==> src/design/cslr_pkg.sv <==
`default_nettype none

package cslr_pkg;

	localparam int unsigned ACCESS_W   = 16;
	localparam int unsigned PERIOD_W   = 16;
	localparam int unsigned WAY_USED_W = 3;
	localparam int unsigned CFG_IDX_W  = 1;

	localparam logic [PERIOD_W-1:0] PERIOD_RESET = 16'hFFFF;

	localparam logic [CFG_IDX_W-1:0] REG_POLICY_SELECT = 1'd0;
	localparam logic [CFG_IDX_W-1:0] REG_AGING_PERIOD  = 1'd1;

	localparam logic POLICY_LRU = 1'b0;
	localparam logic POLICY_LFU = 1'b1;

	typedef enum logic [2:0] {
		ST_IDLE,
		ST_SCAN,
		ST_PICK,
		ST_UPDATE,
		ST_RESULT
	} state_t;

	typedef struct packed {
		logic in_valid;
		logic hit_now;
		logic scan_last;
		logic out_free;
	} status_t;

	typedef struct packed {
		logic in_ready;
		logic scan_en;
		logic pick_en;
		logic upd_en;
		logic load_out;
	} ctrl_t;

endpackage

`default_nettype wire

==> src/design/cslr_seq.sv <==
`default_nettype none

module cslr_seq (
	input  wire logic            clk,
	input  wire logic            arst_n,
	input  wire cslr_pkg::status_t sts,
	output cslr_pkg::ctrl_t      ctl
);

	cslr_pkg::state_t state_q;
	cslr_pkg::state_t state_nxt;

	always_ff @(posedge clk or negedge arst_n) begin
		if (!arst_n) begin
			state_q <= cslr_pkg::ST_IDLE;
		end else begin
			state_q <= state_nxt;
		end
	end

	always_comb begin
		state_nxt = state_q;
		unique case (state_q)
			cslr_pkg::ST_IDLE: begin
				if (sts.in_valid) begin
					state_nxt = cslr_pkg::ST_SCAN;
				end
			end
			cslr_pkg::ST_SCAN: begin
				if (sts.hit_now || sts.scan_last) begin
					state_nxt = cslr_pkg::ST_PICK;
				end
			end
			cslr_pkg::ST_PICK: begin
				state_nxt = cslr_pkg::ST_UPDATE;
			end
			cslr_pkg::ST_UPDATE: begin
				state_nxt = cslr_pkg::ST_RESULT;
			end
			cslr_pkg::ST_RESULT: begin
				if (sts.out_free) begin
					state_nxt = cslr_pkg::ST_IDLE;
				end
			end
			default: begin
				state_nxt = cslr_pkg::ST_IDLE;
			end
		endcase
	end

	always_comb begin
		ctl          = '0;
		ctl.in_ready = (state_q == cslr_pkg::ST_IDLE);
		ctl.scan_en  = (state_q == cslr_pkg::ST_SCAN);
		ctl.pick_en  = (state_q == cslr_pkg::ST_PICK);
		ctl.upd_en   = (state_q == cslr_pkg::ST_UPDATE);
		ctl.load_out = (state_q == cslr_pkg::ST_RESULT) && sts.out_free;
	end

endmodule

`default_nettype wire

==> src/design/cache_set_lru_lfu_replacement_unit.sv <==
// One cache set of WAYS lines with LRU or LFU victim choice. A request is taken when in_ready
// is high; the recency list is then walked from the MRU end, one way per cycle through a single
// tag comparator and use-count comparator, stopping at a hit. Each request then passes the pick,
// update and result states, and the next is taken only once the unit is back in idle. The result
// is held in an output register, so a new request is taken while the previous result waits. Use
// counts and the access counter are cleared when a request is accepted while the counter equals
// aging_period. Configuration is taken every cycle.
`default_nettype none

module cache_set_lru_lfu_replacement_unit #(
	parameter int unsigned WAYS       = 8,
	parameter int unsigned TAG_BITS   = 20,
	parameter int unsigned COUNT_BITS = 16
) (
	input  wire logic                               clk,
	input  wire logic                               arst_n,
	input  wire logic                               cfg_valid,
	output logic                                    cfg_ready,
	input  wire logic [cslr_pkg::CFG_IDX_W-1:0]     cfg_index,
	input  wire logic [cslr_pkg::PERIOD_W-1:0]      cfg_data,
	input  wire logic                               in_valid,
	output logic                                    in_ready,
	input  wire logic [TAG_BITS-1:0]                req_tag,
	output logic                                    out_valid,
	input  wire logic                               out_ready,
	output logic                                    hit,
	output logic [cslr_pkg::WAY_USED_W-1:0]         way_used
);

	localparam int unsigned WAY_W = (WAYS > 1) ? $clog2(WAYS) : 1;
	localparam logic [WAY_W-1:0]      LAST_POS  = WAY_W'(WAYS - 1);
	localparam logic [COUNT_BITS-1:0] COUNT_MAX = {COUNT_BITS{1'b1}};

	cslr_pkg::status_t sts;
	cslr_pkg::ctrl_t   ctl;

	logic                           policy_q;
	logic [cslr_pkg::PERIOD_W-1:0]  aging_q;

	logic [TAG_BITS-1:0]   tag_q   [WAYS];
	logic [WAYS-1:0]       valid_q;
	logic [COUNT_BITS-1:0] cnt_q   [WAYS];
	logic [WAY_W-1:0]      order_q [WAYS];
	logic [cslr_pkg::ACCESS_W-1:0] total_q;

	logic [TAG_BITS-1:0]   req_q;
	logic [WAY_W-1:0]      pos_q;
	logic                  hit_q;
	logic [WAY_W-1:0]      hit_pos_q;
	logic                  have_free_q;
	logic [WAY_W-1:0]      free_pos_q;
	logic                  have_lfu_q;
	logic [WAY_W-1:0]      lfu_pos_q;
	logic [COUNT_BITS-1:0] lfu_cnt_q;
	logic [WAY_W-1:0]      sel_q;
	logic [WAY_W-1:0]      vic_way_q;

	logic                  out_valid_q;
	logic                  out_hit_q;
	logic [cslr_pkg::WAY_USED_W-1:0] out_way_q;

	logic                  in_fire;
	logic [WAY_W-1:0]      scan_way;
	logic                  scan_valid;
	logic                  hit_now;
	logic [WAY_W-1:0]      sel_nxt;
	logic                  age_clear;

	assign cfg_ready = 1'b1;
	assign in_ready  = ctl.in_ready;
	assign in_fire   = in_valid && ctl.in_ready;
	assign out_valid = out_valid_q;
	assign hit       = out_hit_q;
	assign way_used  = out_way_q;

	assign scan_way   = order_q[pos_q];
	assign scan_valid = valid_q[scan_way];
	assign hit_now    = scan_valid && (tag_q[scan_way] == req_q);
	assign age_clear  = in_fire && (total_q == aging_q);

	assign sts.in_valid  = in_valid;
	assign sts.hit_now   = hit_now;
	assign sts.scan_last = (pos_q == LAST_POS);
	assign sts.out_free  = !out_valid_q || out_ready;

	cslr_seq u_seq (
		.clk    (clk),
		.arst_n (arst_n),
		.sts    (sts),
		.ctl    (ctl)
	);

	always_ff @(posedge clk or negedge arst_n) begin
		if (!arst_n) begin
			policy_q <= cslr_pkg::POLICY_LRU;
			aging_q  <= cslr_pkg::PERIOD_RESET;
		end else if (cfg_valid && cfg_ready) begin
			if (cfg_index == cslr_pkg::REG_POLICY_SELECT) begin
				policy_q <= cfg_data[0];
			end else if (cfg_index == cslr_pkg::REG_AGING_PERIOD) begin
				aging_q <= cfg_data;
			end
		end
	end

	// scan bookkeeping
	always_ff @(posedge clk or negedge arst_n) begin
		if (!arst_n) begin
			pos_q       <= '0;
			hit_q       <= 1'b0;
			have_free_q <= 1'b0;
			have_lfu_q  <= 1'b0;
		end else if (in_fire) begin
			pos_q       <= '0;
			hit_q       <= 1'b0;
			have_free_q <= 1'b0;
			have_lfu_q  <= 1'b0;
		end else if (ctl.scan_en) begin
			if (hit_now) begin
				hit_q <= 1'b1;
			end else if (!scan_valid) begin
				have_free_q <= 1'b1;
			end else if (!have_lfu_q || (cnt_q[scan_way] <= lfu_cnt_q)) begin
				have_lfu_q <= 1'b1;
			end
			if (!sts.scan_last) begin
				pos_q <= pos_q + 1'b1;
			end
		end
	end

	always_ff @(posedge clk) begin
		if (in_fire) begin
			req_q <= req_tag;
		end
		if (ctl.scan_en) begin
			if (hit_now) begin
				hit_pos_q <= pos_q;
			end else if (!scan_valid) begin
				free_pos_q <= pos_q;
			end else if (!have_lfu_q || (cnt_q[scan_way] <= lfu_cnt_q)) begin
				lfu_pos_q <= pos_q;
				lfu_cnt_q <= cnt_q[scan_way];
			end
		end
		if (ctl.pick_en) begin
			sel_q     <= sel_nxt;
			vic_way_q <= order_q[sel_nxt];
		end
		if (ctl.upd_en && !hit_q) begin
			tag_q[vic_way_q] <= req_q;
		end
	end

	always_comb begin
		priority if (hit_q) begin
			sel_nxt = hit_pos_q;
		end else if (have_free_q) begin
			sel_nxt = free_pos_q;
		end else if ((policy_q == cslr_pkg::POLICY_LFU) && have_lfu_q) begin
			sel_nxt = lfu_pos_q;
		end else begin
			sel_nxt = LAST_POS;
		end
	end

	// line state, recency list and counters
	always_ff @(posedge clk or negedge arst_n) begin
		if (!arst_n) begin
			valid_q <= '0;
			total_q <= '0;
			for (int w = 0; w < WAYS; w++) begin
				cnt_q[w]   <= '0;
				order_q[w] <= WAY_W'(w);
			end
		end else if (age_clear) begin
			total_q <= '0;
			for (int w = 0; w < WAYS; w++) begin
				cnt_q[w] <= '0;
			end
		end else if (ctl.upd_en) begin
			valid_q[vic_way_q] <= 1'b1;
			total_q            <= total_q + 1'b1;
			if (!hit_q) begin
				cnt_q[vic_way_q] <= COUNT_BITS'(1);
			end else if (cnt_q[vic_way_q] != COUNT_MAX) begin
				cnt_q[vic_way_q] <= cnt_q[vic_way_q] + 1'b1;
			end
			for (int p = 1; p < WAYS; p++) begin
				if (WAY_W'(p) <= sel_q) begin
					order_q[p] <= order_q[p-1];
				end
			end
			order_q[0] <= vic_way_q;
		end
	end

	always_ff @(posedge clk or negedge arst_n) begin
		if (!arst_n) begin
			out_valid_q <= 1'b0;
		end else if (ctl.load_out) begin
			out_valid_q <= 1'b1;
		end else if (out_ready) begin
			out_valid_q <= 1'b0;
		end
	end

	always_ff @(posedge clk) begin
		if (ctl.load_out) begin
			out_hit_q <= hit_q;
			out_way_q <= cslr_pkg::WAY_USED_W'(vic_way_q);
		end
	end

endmodule

`default_nettype wire

==> config.mk <==
export PLATFORM = sky130hd
export DESIGN_NAME = cache_set_lru_lfu_replacement_unit
export DESIGN_NICKNAME = d
export VERILOG_FILES = /design/src/design/cslr_pkg.sv /design/src/design/cslr_seq.sv /design/src/design/cache_set_lru_lfu_replacement_unit.sv
export SDC_FILE = /design/constraint.sdc
export NUM_CORES = 1
export LEC_CHECK = 0
export ABC_CLOCK_PERIOD_IN_PS = 13900
export BUFFER_PORTS_ARGS = -buffer_cell sky130_fd_sc_hd__buf_4
export CAP_MARGIN = 20
export CORE_ASPECT_RATIO = 1.4
export CORE_MARGIN = 4
export CORE_UTILIZATION = 35
export DETAILED_ROUTE_END_ITERATION = 7
export PLACE_DENSITY = 0.48
export SETUP_SLACK_MARGIN = 0.02
export SLEW_MARGIN = 30
export SYNTH_ARGS = -nofsm -noshare
export SYNTH_HDL_FRONTEND = slang
export SYNTH_HIERARCHICAL = 1
export SYNTH_SLANG_ARGS = --single-unit
==> constraint.sdc <==
create_clock -name clk -period 13.9 [get_ports clk]
set_input_delay 3.475 -clock clk [delete_from_list [all_inputs] [get_ports clk]]
set_output_delay 3.475 -clock clk [all_outputs]
set_load 0.05 [all_outputs]
==> metrics.md <==
| Metric | Value |
|---|---|
| Final clock skew | `0.0133 ns` |
| DP HPWL | `~37000 um` |
| Asr flop ratio synth | `48.6%` |
| Worst Setup Start Kind | `flop` |
| CP Capture Type | `flop` |
| HP Class | `reg -> reg` |
| Die height | `289 um` |
| Setup CP Type | `reg -> reg` |
| Gr usage total | `18.7%` |
| Seq/Total Area, Yosys | `58.5%` |
| Net Switching | `roughly 1.3 mW` |
| Syn avg cell area | `12.3 um2` |
| CTS Root Cell | `clkbuf_16` |
| CTS hold repair buffers | `0` |
| RSZ-0062 raised after global routing | `no` |
| Setup bufs post-CTS | `0` |
| DRC viols | `0` |
| # setup viols final | `0` |
| ANT cells | `0` |
| Setup TNS | `0 ns` |
| Hold slack | `0.459 ns` |
| Routability cong. | `0.830` |
| Max-slew headroom | `30.2%` |
| Tcrit/Tclk final | `44.0%` |
| P per Cell Area | `175 nW/um2` |
| Peak supply drop | `0.101 mV` |
| Max-cap check violation count | `0` |
| Via count | `13400` |
| Number of flops mapped to enable cells by yosys | `215` |
| Largest net degree at the start of global routing | `77` |
| GRT Residual Overflow | `0` |
| Clock Power Share | `29.9%` |
| DR pass1 iterations | `5` |
| Most frequent cell after synthesis | `nand2_1` |
| FP Rows | `102` |
| Initial Util | `35.6%` |
| Dpl cell area | `21000 um2` |
| Top cell type's share of synthesized area | `approximately 33%` |
| Sw frac | `around 34%` |
| Iteration-0 DRC Markers | `907` |
| Int Pwr | `2.59 mW` |
| CTS clk-pin slew, worst paths | `0.06 ns` |
| Full die area | `60500 um2` |
| Final hold violation count | `0` |
| I/O pins | `49` |
| Synth area leader | `edfxtp_1` |
| Total length of routed wires | `between 50000 and 60000 um` |
| Filler cell count in the final layout | `5350` |
| FF/Latch Area | `roughly 12000 um2` |
| Fin crit period | `6.12 ns` |
| Yosys Warn Count | `6` |
| Slew Limit Fails | `0` |
| Share of cells above drive strength 1 | `18.3%` |
| Core box area | `roughly 56000 um2` |
| Synth cell types | `77` |
| Worst-skew pair later-pin latency | `0.57 ns` |
| Max Freq | `around 160 MHz` |
| Area Overhead vs Synth | `13.4%` |
| Top post-synthesis cells by area | `edfxtp_1, dfrtp_1, mux2i_1, nand2_1, dfstp_2` |
| Post-cts resize count | `0` |
| Vias per cell | `roughly 5.6` |
| Mean routed wirelength per cell | `roughly 24 um` |
| Dominant synthesized flop cell | `edfxtp_1` |
| Finished Cell Area | `between 20000 and 25000 um2` |
| Comb pwr share | `between 20% and 30%` |
| Worst endpoint required time | `14.16 ns` |
| Footprint of the multi-input gates | `7800 um2` |
| First-pass GRT wire length | `87600 um` |
| Net count after synthesis | `1676` |
| CTS H-Tree Depth | `2` |
| Post-Syn Instances | `1614` |
| Die X | `209 um` |
| Initial antenna violation count | `0` |
| CTS Sinks | `about 420` |
| CP max FO | `56` |
| Worst slew pin tran | `approximately 1.0 ns` |
| Arrival @ worst endpoint | `6.38 ns` |
| ANT nets after route | `0` |
| Lkg Pwr | `about 9 nW` |
| CTS buffer count | `45` |
| Flop pwr share | `40.3%` |
| Fin nets | `1708` |
| Synth Register Bits | `418` |
| Clock buffer depth | `3` |
| Post-synthesis cell area | `~20000 um2` |
| PortBufs | `47` |
| Outcome | `finished, final reports clean` |
| CTS tree | `done` |
| Synth top cells by count | `nand2_1, edfxtp_1, dfrtp_1` |
| Vias in the first global route | `about 14000` |
power by group through the flow:
stage               Combinational, mW  Clock (mW)  Sequential, mW
finish                           1.17        1.18            1.59
CTS                              1.19        1.21            1.59
global placement                 1.18           0            1.61
detailed placement               1.19           0            1.61
floorplan                       0.827           0            1.57
global route                     1.28        1.26            1.60
path summary, 6_finish.rpt:
check | startpoint | end | slack (ns) | depth (start not counted)
hold / removal | valid_q[4]$_DFFE_PN0P_ | valid_q[4]$_DFFE_PN0P_ | 0.46 | 1
hold reg to reg | valid_q[4]$_DFFE_PN0P_ | valid_q[4]$_DFFE_PN0P_ | 0.46 | 1
setup / recovery | pos_q[0]$_DFFE_PN0P_ | lfu_cnt_q[14]$_DFFE_PP_ | 7.78 | 17
setup reg to reg | pos_q[0]$_DFFE_PN0P_ | lfu_cnt_q[14]$_DFFE_PP_ | 7.78 | 17
min in group asynchronous | arst_n | cnt_q[120]$_DFFE_PN0P_ | 2.90 | 1
max in group asynchronous | arst_n | cnt_q[113]$_DFFE_PN0P_ | 9.87 | 2
per-layer routing:
metal  global-route usage (%)  vias up  routed length (um)
met3                     2.56      118                2380
met5                        0        -                   0
met1                     22.7     6860               23200
met4                     7.25        0                2420
met2                     33.9      350               29600
li1                         -     6099                   -
flip-flops by register name, indices dropped and copies added (netlist names), 8 cells and up:
name       count
order_q       24
total_q       16
valid_q        8
tag_q        160
aging_q       16
cnt_q        128
lfu_cnt_q     16
req_q         20
area by class of cell:
class                   count  share of cell area [%]
flip-flops and latches    418                    51.6
multi-input cells        1074                    34.8
clock buffers              57                    5.40
well taps                 728                    4.06
repair buffers             82                    2.80
clock inverters            26                   0.992
inverters                  25                   0.418
per-stage QoR:
step                      setup slack, ns  total power, mW  cells  utilization (%)
final                                7.78             3.94   2410             40.3
after CTS                            7.69             4.00   2410             40.3
after detailed placement             7.45             2.80   2327             37.7
after global routing                 7.35             4.14   2410             40.3
after floorplan                      7.69             2.39   1614                -
after global placement               7.52             2.79   2327             37.7
cell usage in the layout, fill, tap and decap left out, drive strengths merged, types with 5 or more instances in the layout:
| cell | n |
|---|---|
| dfrtp | 175 |
| o22a | 5 |
| and3 | 30 |
| mux4 | 26 |
| o21ai | 39 |
| clkbuf | 58 |
| o22ai | 8 |
| nand3 | 55 |
| a22oi | 20 |
| dfstp | 28 |
| nor2b | 18 |
| a31o | 16 |
| nor3 | 21 |
| nand4 | 20 |
| nor4 | 9 |
| o2bb2ai | 11 |
| edfxtp | 215 |
| buf | 81 |
| a211oi | 7 |
| a22o | 77 |
| nand2 | 224 |
| o21a | 11 |
| o21bai | 6 |
| mux2i | 113 |
| nor2 | 90 |
| a21o | 10 |
| and2 | 16 |
| o221ai | 11 |
| a221oi | 7 |
| clkinv | 16 |
| ha | 20 |
| a21oi | 22 |
| clkinvlp | 5 |
| xnor2 | 17 |
| a311oi | 17 |
| xor2 | 34 |
| inv | 27 |
| mux2 | 49 |
| nand2b | 13 |
critical path, cell delays in order (launching register included):
cell and delay [ns]:
dfrtp_1 0.67, mux4_2 0.62, mux2i_4 0.70, buf_4 0.69, nand2_1 0.09, and3_1 0.19
a311oi_1 0.27, a31o_2 0.23, ha_1 0.26, nor2b_1 0.13, o21ai_0 0.14, nand2b_1 0.08
a21o_1 0.18, a2111oi_0 0.57, a211o_1 0.21, a31oi_1 0.07, nor3b_2 0.35, buf_4 0.32
logic make-up after synthesis:
| group | count (synthesis) | synth area share (%) |
|---|---|---|
| compound gates | 294 | 11.5 |
| xor+xnor | 51 | 2.26 |
| fa+ha+maj | 20 | 1.26 |
| buf+inv | 122 | 2.64 |
| flops | 418 | 58.5 |
| mux | 188 | 11.5 |
| other cells | 1 | 0.0189 |
| simple gates | 520 | 12.3 |
No activity file was read; power rests on OpenSTA's default activity.
